## src/sv/rc5fpe_pkg.sv

```systemverilog
`timescale 1ns / 1ps
// ----------------------------------------------------------------------------
// RC5 frame pulse encoder package
// Shared widths, reset values, register indexes and the configuration struct.
// ----------------------------------------------------------------------------
package rc5fpe_pkg;

  localparam int unsigned FrameBits   = 14;
  localparam int unsigned CarrierW    = 8;
  localparam int unsigned HalfW       = 16;
  localparam int unsigned ValueW      = HalfW + 1;
  localparam int unsigned CfgDataW    = 16;
  localparam int unsigned BitCntW     = $clog2(FrameBits);

  localparam logic [CarrierW-1:0] ResetCarrier = CarrierW'(36);
  localparam logic [HalfW-1:0]    ResetHalf    = HalfW'(32);

  typedef enum logic [0:0] {
    RegCarrier = 1'b0,
    RegHalf    = 1'b1
  } cfg_reg_e;

  typedef struct packed {
    logic [CarrierW-1:0] carrier_khz;
    logic [HalfW-1:0]    half_bit_units;
  } cfg_t;

endpackage

```

## src/sv/rc5fpe_cfg.sv

```systemverilog
`timescale 1ns / 1ps
// ----------------------------------------------------------------------------
// RC5 encoder configuration registers
// Holds the carrier word and the half-bit duration written over the plain
// write port.
// ----------------------------------------------------------------------------
module rc5fpe_cfg import rc5fpe_pkg::*; (
  input  logic                clk_i,
  input  logic                rst_ni,
  input  logic                cfg_we_i,
  input  logic                cfg_idx_i,
  input  logic [CfgDataW-1:0] cfg_data_i,
  output cfg_t                cfg_o
);

  cfg_t cfg_q;

  always_ff @(posedge clk_i or negedge rst_ni) begin
    if (!rst_ni) begin
      cfg_q.carrier_khz    <= ResetCarrier;
      cfg_q.half_bit_units <= ResetHalf;
    end else if (cfg_we_i) begin
      unique case (cfg_reg_e'(cfg_idx_i))
        RegCarrier: cfg_q.carrier_khz    <= cfg_data_i[CarrierW-1:0];
        RegHalf:    cfg_q.half_bit_units <= cfg_data_i[HalfW-1:0];
        default: ;
      endcase
    end
  end

  assign cfg_o = cfg_q;

endmodule

```

## src/sv/rc5_frame_pulse_encoder.sv

```systemverilog
`timescale 1ns / 1ps
// ----------------------------------------------------------------------------
// RC5 frame pulse encoder
// Builds the 14-bit RC5 frame and emits the carrier word followed by the
// Manchester pulse durations, one result per cycle while the output is not stalled.
// ----------------------------------------------------------------------------
// Channel  Direction  Handshake               Payload
// in       input      in_valid_i / in_stall_o toggle_i, address_i, command_i
// out      output     out_valid_o/out_stall_i value_o, is_carrier_o, last_o
// cfg      input      cfg_we_i                cfg_idx_i, cfg_data_i
//
// One item gives 16 to 28 results, one per cycle while the output is not
// stalled; the frame shift register moves one bit per bit step, and an item
// keeps the input stalled until its closing result is registered.
// A new item is taken once the closing result sits in the output register.
// Reset restores carrier 36 and half bit 32 and empties the output register.
// An output stall freezes the sequencer and the output register, except that
// a new item can still be taken while the closing result waits.
// ----------------------------------------------------------------------------
module rc5_frame_pulse_encoder import rc5fpe_pkg::*; (
  input  logic                clk_i,
  input  logic                rst_ni,
  input  logic                cfg_we_i,
  input  logic                cfg_idx_i,
  input  logic [CfgDataW-1:0] cfg_data_i,
  input  logic                in_valid_i,
  output logic                in_stall_o,
  input  logic                toggle_i,
  input  logic [4:0]          address_i,
  input  logic [5:0]          command_i,
  output logic                out_valid_o,
  input  logic                out_stall_i,
  output logic [ValueW-1:0]   value_o,
  output logic                is_carrier_o,
  output logic                last_o
);

  typedef enum logic [1:0] {
    StIdle,
    StCarrier,
    StPulse,
    StClose
  } state_e;

  cfg_t                 cfg;
  state_e               state_q;
  logic [FrameBits-1:0] frame_q;
  logic [BitCntW-1:0]   cnt_q;
  logic                 second_q;
  logic                 out_valid_q;
  logic [ValueW-1:0]    value_q;
  logic                 is_carrier_q;
  logic                 last_q;
  logic                 in_accept;
  logic                 advance;
  logic                 bits_differ;

  rc5fpe_cfg u_cfg (
    .clk_i      (clk_i),
    .rst_ni     (rst_ni),
    .cfg_we_i   (cfg_we_i),
    .cfg_idx_i  (cfg_idx_i),
    .cfg_data_i (cfg_data_i),
    .cfg_o      (cfg)
  );

  assign in_stall_o  = (state_q != StIdle);
  assign in_accept   = in_valid_i && !in_stall_o;
  assign advance     = !out_valid_q || !out_stall_i;
  assign bits_differ = frame_q[FrameBits-1] ^ frame_q[FrameBits-2];

  always_ff @(posedge clk_i or negedge rst_ni) begin
    if (!rst_ni) begin
      state_q      <= StIdle;
      frame_q      <= '0;
      cnt_q        <= '0;
      second_q     <= 1'b0;
      out_valid_q  <= 1'b0;
      value_q      <= '0;
      is_carrier_q <= 1'b0;
      last_q       <= 1'b0;
    end else begin
      if (advance && state_q == StIdle) begin
        out_valid_q <= 1'b0;
      end
      unique case (state_q)
        StIdle: begin
          if (in_accept) begin
            frame_q  <= {2'b11, toggle_i, address_i, command_i};
            cnt_q    <= BitCntW'(FrameBits - 1);
            second_q <= 1'b0;
            state_q  <= StCarrier;
          end
        end
        StCarrier: begin
          if (advance) begin
            out_valid_q  <= 1'b1;
            value_q      <= ValueW'(cfg.carrier_khz);
            is_carrier_q <= 1'b1;
            last_q       <= 1'b0;
            state_q      <= StPulse;
          end
        end
        StPulse: begin
          if (advance) begin
            out_valid_q  <= 1'b1;
            is_carrier_q <= 1'b0;
            last_q       <= 1'b0;
            if (bits_differ) begin
              value_q <= {cfg.half_bit_units, 1'b0};
            end else begin
              value_q <= {1'b0, cfg.half_bit_units};
            end
            if (bits_differ || second_q) begin
              second_q <= 1'b0;
              frame_q  <= {frame_q[FrameBits-2:0], 1'b0};
              cnt_q    <= cnt_q - BitCntW'(1);
              if (cnt_q == BitCntW'(1)) begin
                state_q <= StClose;
              end
            end else begin
              second_q <= 1'b1;
            end
          end
        end
        StClose: begin
          if (advance) begin
            out_valid_q  <= 1'b1;
            value_q      <= {1'b0, cfg.half_bit_units};
            is_carrier_q <= 1'b0;
            last_q       <= 1'b1;
            state_q      <= StIdle;
          end
        end
        default: state_q <= StIdle;
      endcase
    end
  end

  assign out_valid_o  = out_valid_q;
  assign value_o      = value_q;
  assign is_carrier_o = is_carrier_q;
  assign last_o       = last_q;

  a_accept_starts: assert property (@(posedge clk_i) disable iff (!rst_ni)
    in_accept |=> state_q == StCarrier)
    else $error("Accepted item did not start with the carrier result.");

  a_close_ends: assert property (@(posedge clk_i) disable iff (!rst_ni)
    (state_q == StClose && advance) |=> (state_q == StIdle && out_valid_q && last_q))
    else $error("Closing result not presented as last.");

  a_pulse_cnt: assert property (@(posedge clk_i) disable iff (!rst_ni)
    state_q == StPulse |-> cnt_q != '0)
    else $error("Bit counter empty during pulse steps.");

  a_flags_exclusive: assert property (@(posedge clk_i) disable iff (!rst_ni)
    out_valid_q |-> !(last_q && is_carrier_q))
    else $error("Result flagged both carrier and last.");

endmodule
```

## config.mk

```make
export PLATFORM = sky130hd
export DESIGN_NAME = rc5_frame_pulse_encoder
export DESIGN_NICKNAME = d
export VERILOG_FILES = /design/src/sv/rc5fpe_pkg.sv /design/src/sv/rc5fpe_cfg.sv /design/src/sv/rc5_frame_pulse_encoder.sv
export SDC_FILE = /design/constraint.sdc
export NUM_CORES = 1
export LEC_CHECK = 0
export ABC_CLOCK_PERIOD_IN_PS = 3500
export BUFFER_PORTS_ARGS = -buffer_cell sky130_fd_sc_hd__buf_2
export CORE_ASPECT_RATIO = 0.8
export CORE_UTILIZATION = 60
export DETAILED_ROUTE_END_ITERATION = 6
export PLACE_DENSITY_LB_ADDON = 0.3
export SLEW_MARGIN = 40
export SYNTH_ARGS = -nofsm -noshare
export SYNTH_HDL_FRONTEND = slang
export SYNTH_SLANG_ARGS = --single-unit
```

## constraint.sdc

```tcl
create_clock -name clk_i -period 3.5 [get_ports clk_i]
set_clock_uncertainty 0.2 [all_clocks]
set_input_delay 0.7 -clock clk_i [delete_from_list [all_inputs] [get_ports clk_i]]
set_output_delay 0.7 -clock clk_i [all_outputs]
set_load 0.02 [all_outputs]
```

# --- Yosys cells after proc, flatten, opt, wreduce, memory -nomap -nowiden ---
# Cells that the tools add are included.
classes:
  n_bitwise: 2
  add_sub_neg: 1
  n_reduce_logical: 24
  mux: 31
  n_eq_ne: 12
ops:
  columns: ["operator", "n"]
  rows:
  - ["two-way mux 17 bit", 4]
  - ["case mux 17 bit (3 select lines)", 1]
  - ["two-way mux 14 bit", 3]
  - ["case mux 14 bit (2 select lines)", 1]
  - ["two-way mux 2 bit", 6]
  - ["two-way mux 4 bit", 3]
  - ["inequality test 2 bit (second input constant)", 6]
  - ["AND reduction 3 bit", 3]
  - ["two-way mux 1 bit", 8]
  - ["case mux 2 bit (4 select lines)", 1]
  - ["case mux 4 bit (2 select lines)", 1]
  - ["AND reduction 4 bit", 2]
  - ["nonzero test 2 bit", 4]
  - ["case mux 1 bit (2 select lines)", 3]
  - ["AND reduction 6 bit", 1]
  - ["== test 2 bit (second input constant)", 2]
  - ["== test 4 x 1 -> 1 bit (second input constant)", 1]
  - ["inequality test 2 x 1 -> 1 bit (second input constant)", 2]
  - ["AND reduction 2 bit", 2]
  - ["OR reduction 2 bit", 2]
  - ["subtractor 4 x 1 -> 4 bit (second input constant)", 1]
  - ["zero test 1 bit", 3]
  - ["nonzero test 3 bit", 1]
  - ["OR reduction 3 bit", 1]
  - ["other kinds (6)", 8]
totals:
  ff_bits: 65
  word_cells: 80
  in_bits: 34

# --- Logic depth before layout (Yosys ltp) ---
logic_depth:
  word_depth: 6
  depth_mapped: 9

# --- Cells and area by module ---
# Synthesis repeated with hierarchy kept, for this count alone.
unflattened:
  hier_cells: 289
  hier_area_um2: 3316.9
modules_own_cells:
  columns: ["mod", "instances", "cells_per_inst", "area_per_inst_um2"]
  rows:
  - ["rc5_frame_pulse_encoder", 1, 237, 2414.8]
  - ["rc5fpe_cfg", 1, 52, 902.1]

# --- Least setup slack after synthesis ---
# OpenSTA, ideal clock, no wires.
synth_path:
  kind: "reg-to-reg"
  start: "register state_q[0]"
  end: "register value_q[13] (netlist: value_o[13])"
  arrival_ns: 1.779
  setup_time_ns: 0.126
  path_stages_with_launch: 9
  setup_slack_ns: 1.395
  synth_period_minus_slack_ns: 2.105
  required_time_ns: 3.174
  path_cell_list: "dfrtp_1 inv_1 ha_1 buf_6 o311ai_4 nand2b_2 buf_6 and2_0 a221o_1"
synth_via:
  elab_chain_len: 3
  elab_cells_between_ends: 9
  cone_classes: "6 x eq/ne; 1 x mux; 2 x reduce/logical"
synth_rtl:
  columns: ["element", "line_no", "text"]
  rows:
  - ["from (decl)", "rc5_frame_pulse_encoder.sv:46", "state_e state_q;"]
  - ["from (signal assigned)", "rc5_frame_pulse_encoder.sv:74", "state_q <= StIdle;"]
  - ["from (signal assigned)", "rc5_frame_pulse_encoder.sv:92", "state_q <= StCarrier;"]
  - ["from (signal assigned)", "rc5_frame_pulse_encoder.sv:101", "state_q <= StPulse;"]
  - ["== test 2 x 1 -> 1 bit / == test 2 bit (equally long branches)", "rc5_frame_pulse_encoder.sv:86", "unique case (state_q)"]
  - ["inequality test 2 bit (no line) / nonzero test 3 bit (equally long branches)", null, null]
  - ["AND reduction 4 bit (no line)", null, null]
  - ["to (signal assigned)", "rc5_frame_pulse_encoder.sv:98", "value_q <= ValueW'(cfg.carrier_khz);"]
  - ["to (signal assigned)", "rc5_frame_pulse_encoder.sv:110", "value_q <= {cfg.half_bit_units, 1'b0};"]
  - ["to (signal assigned)", "rc5_frame_pulse_encoder.sv:112", "value_q <= {1'b0, cfg.half_bit_units};"]
  - ["to (decl)", "rc5_frame_pulse_encoder.sv:51", "logic [ValueW-1:0] value_q;"]
# Parallel ways exist; a longest one is shown, timed or not.
# A chain may end at the register's enable or synchronous reset.

# --- Final worst setup path ---
layout_path:
  start: "register state_q[0]"
  end: "register frame_q[12]"
layout_via:
  elab_chain_len: 5
  elab_cells_between_ends: 11
  cone_classes: "4 x eq/ne; 1 x mux; 6 x reduce/logical"
layout_rtl:
  columns: ["element", "line_no", "text"]
  rows:
  - ["nonzero test 2 bit", "rc5_frame_pulse_encoder.sv:67", "assign in_stall_o = (state_q != StIdle);"]
  - ["zero test 1 bit", "rc5_frame_pulse_encoder.sv:68", "assign in_accept = in_valid_i && !in_stall_o;"]
  - ["logical AND 1 bit", "rc5_frame_pulse_encoder.sv:68", null]
  - ["inequality test 2 bit (no line)", null, null]
  - ["AND reduction 4 bit (no line)", null, null]
  - ["to (signal assigned)", "rc5_frame_pulse_encoder.sv:89", "frame_q <= {2'b11, toggle_i, address_i, command_i};"]
  - ["to (signal assigned)", "rc5_frame_pulse_encoder.sv:116", "frame_q <= {frame_q[FrameBits-2:0], 1'b0};"]
  - ["to (decl)", "rc5_frame_pulse_encoder.sv:47", "logic [FrameBits-1:0] frame_q;"]
# Parallel ways exist; a longest one is shown, timed or not.

==> results.cfg <==
[status]
status = finished, final reports clean

[logic_synthesis]
yosysTopAreaCellShare_pct = 48.86
postSynthAreaPerCell_um2 = 11.85
ys_ff_latch = 65
yosysWarnings = 0
synth_area_leaders = dfrtp_1 (49%), mux2_2 (8.9%), mux2i_1 (6.0%), a21oi_1 (3.9%), ha_1 (3.2%)
synthTopCellsByCount = dfrtp_1 (62), a21oi_1 (25), mux2_2 (25)
netlist_area_mm2 = 0.003176
synth_cells = 268
postSynth.asyncResetShare_pct = 100.0
synth_largest_area_cell = dfrtp_1
yosysUniqueCellTypes = 48
synth.most_common_cell = dfrtp_1
synth_flop_cell = dfrtp_1
synth_edf_count = 0
synth-seq-area-share_pct = 51.34
syn-num-nets = 310

[detailed_routing]
wl_per_cell_um = 16.47
drtIter0Drc = 133
drc = 0
drt.antenna.violating_nets = 0
dr.pass1.iters = 4
vias_per_cell = 5.910
vias = 2293
routed_wl_um = 6391

[clock_tree]
clockRootBuffer = clkbuf_8
clock_path_buffers = 2
cts_buffers = 9
path_clk_slew_ns = 0.07
cts_tree = yes
clock-sinks = 65
post-cts-setup-buffers = 0
postCtsResizedCells = 0
h-tree-depth = 3
worstSkewPairLatency_ns = 0.35
cts_hold_buf = 0

[place]
io_buffers = 54
dp_hpwl_um = 4474
gp_congestion = 0.8022

[global_routing]
met3_usage_pct = 9.542
grt_pass1_wl_um = 10760
overflow = 0
grt_pass1_vias = 2231
grt_use_total_pct = 25.61
groute.layer.met2.usage_pct = 41.80
grt_start_max_net_pins = 28
antenna_found_initial = 0
met1_usage_pct = 32.07
grt-busiest-layer = met2

[die]
row_count = 23
die_h_um = 67.07
fp.dieArea_mm2 = 0.005589
core-area_mm2 = 0.005036
start_util_pct = 63.06
die_w_um = 83.34
io_pins = 55

[sta]
slew-limit-headroom_pct = 47.81
finalCritPeriodShare_pct = 78.94
rsz0062_at_grt = false
worstMarginPinSlew_ns = 0.7800
finalCriticalPeriod_ns = 2.763
setup-tns-final_ns = 0
hold_viol_final = 0
max_freq_ghz = 0.3619
setup-violations-final = 0
slew_viol_final = 0

[power_and_ir_drop]
peakVddDrop_mv = 0.5422
p_sw_share_pct = 41.63
p_sw_mw = 1.393
p_int_mw = 1.953
total_power_mw = 3.345
power_frac_clock_pct = 18.8
p_leak_nw = 1.699
combPwrFrac_pct = 46.6
seq_power_share_pct = 34.6
p_per_area_mw_per_mm2 = 914.7

[cells_and_area]
diodes = 0
syn_to_final_growth_pct = 15.17
fin_util_pct = 72.62
nets = 363
drive_above_1_share_pct = 34.36

[worst_setup_path]
r2r-start = state_q[0]
worst_path_dominant_cell_family = simple AND/OR/NAND/NOR gates
cp_num_buf_inv = 2
reg2regPathDepth = 6
arrival_ns = 2.76
crit_path_end_kind = flip-flop
path_depth = 6
r2r_slack_ns = 0.74
r2r-end = frame_q[12]
required_ns = 3.50
endpoint = frame_q[12]
critPathLaunchType = flip-flop
cp-startpoint = state_q[0]
cpPeakStageDelay_ns = 0.61
crit_type = flip-flop to flip-flop
critical_path.slowest_cell = and2_1
cp_max_fo = 19
crit_chain = inv_1, ha_1, buf_4, a21oi_4, and2_1, a31oi_1

[min_path]
min_path_type = primary input to asynchronous set/reset pin

[run]
cap_violations = 0
-- metrics by stage --
step | area, µm² | cells | setup slack, ns | hold slack [ns]
2_1_floorplan | 3176 | 268 | 1.395 | 0.2044
3_3_place_gp | 3460 | 372 | 0.8502 | 0.2673
3_5_place_dp | 3460 | 372 | 0.7825 | 0.2753
4_1_cts | 3655 | 388 | 0.7672 | 0.1727
5_1_grt | 3657 | 388 | 0.5640 | 0.1899
6_report | 3657 | 388 | 0.7370 | 0.1538
-- final cells by class --
| class | count | area (µm²) |
|---|---|---|
| flip-flops and latches | 65 | 1630 |
| multi-input cells | 176 | 1409 |
| fillers | 362 | 1379 |
| repair buffers | 59 | 307.8 |
| clock buffers | 10 | 127.6 |
| well taps | 62 | 77.57 |
| clock inverters | 6 | 67.56 |
| inverters | 10 | 37.54 |
-- worst reg2reg max path: stages, from the launching register on --
cell and delay (ns):
dfrtp_1 0.43, inv_1 0.14, ha_1 0.37, buf_4 0.28
a21oi_4 0.42, and2_1 0.61, a31oi_1 0.17
-- worst min-delay path by stage --
stage | startpoint | to | slack [ns] | cells after the start
global placement | value_o[15] | value_o[15] | 0.27 | 2
floorplan | rst_ni | cnt_q[0] | 0.20 | 0
global route | rst_ni | u_cfg.cfg_o[4] | 0.19 | 1
finish | rst_ni | u_cfg.cfg_o[4] | 0.15 | 1
detailed placement | value_o[16] | value_o[16] | 0.28 | 2
CTS | rst_ni | u_cfg.cfg_o[4] | 0.17 | 1
-- per-layer routing --
layer / vias to the layer above / share of wire (%)
li1: 1083 / -
met1: 1142 / 44
met2: 61 / 49
met3: 7 / 5.5
met4: 0 / 1.3
met5: - / 0
-- placed cells by master (no fill, tap or decap), drive strengths merged, types with 3 or more instances in the layout --
master,count
mux2i,19
clkbuf,10
nand2,12
o21ai,9
a221o,8
nor2,8
ha,8
dfstp,3
mux2,29
nand2b,3
a31oi,7
o221ai,4
dfrtp,62
and2,10
a22oi,7
buf,59
a21oi,26
inv,11
-- state kept, by name, indices dropped and copies added (netlist names) --
| register | flops |
|---|---|
| out_valid_o | 1 |
| second_q | 1 |
| is_carrier_o | 1 |
| state_q | 2 |
| u_cfg.cfg_o | 24 |
| value_o | 17 |
| cnt_q | 4 |
| frame_q | 14 |
| last_o | 1 |
-- cell families (layout without fill, tap and decap cells) --
family	Yosys count	after routing	share of synthesized area, %
buf+inv	27	85	4.374
simple gates	46	46	8.235
xor+xnor	1	1	0.5124
compound gates	73	73	16.00
flops	65	65	51.34
fa+ha+maj	8	8	3.152
mux	48	48	16.39
-- power groups by stage --
stage	Clock (mW)	Sequential, mW	Combinational (mW)
finish	0.627	1.16	1.56
global route	0.670	1.19	1.71
CTS	0.635	1.16	1.56
detailed placement	0	1.17	1.55
global placement	0	1.16	1.52
floorplan	0	1.23	1.17
Note: power is estimated with default switching activity, not from simulation.
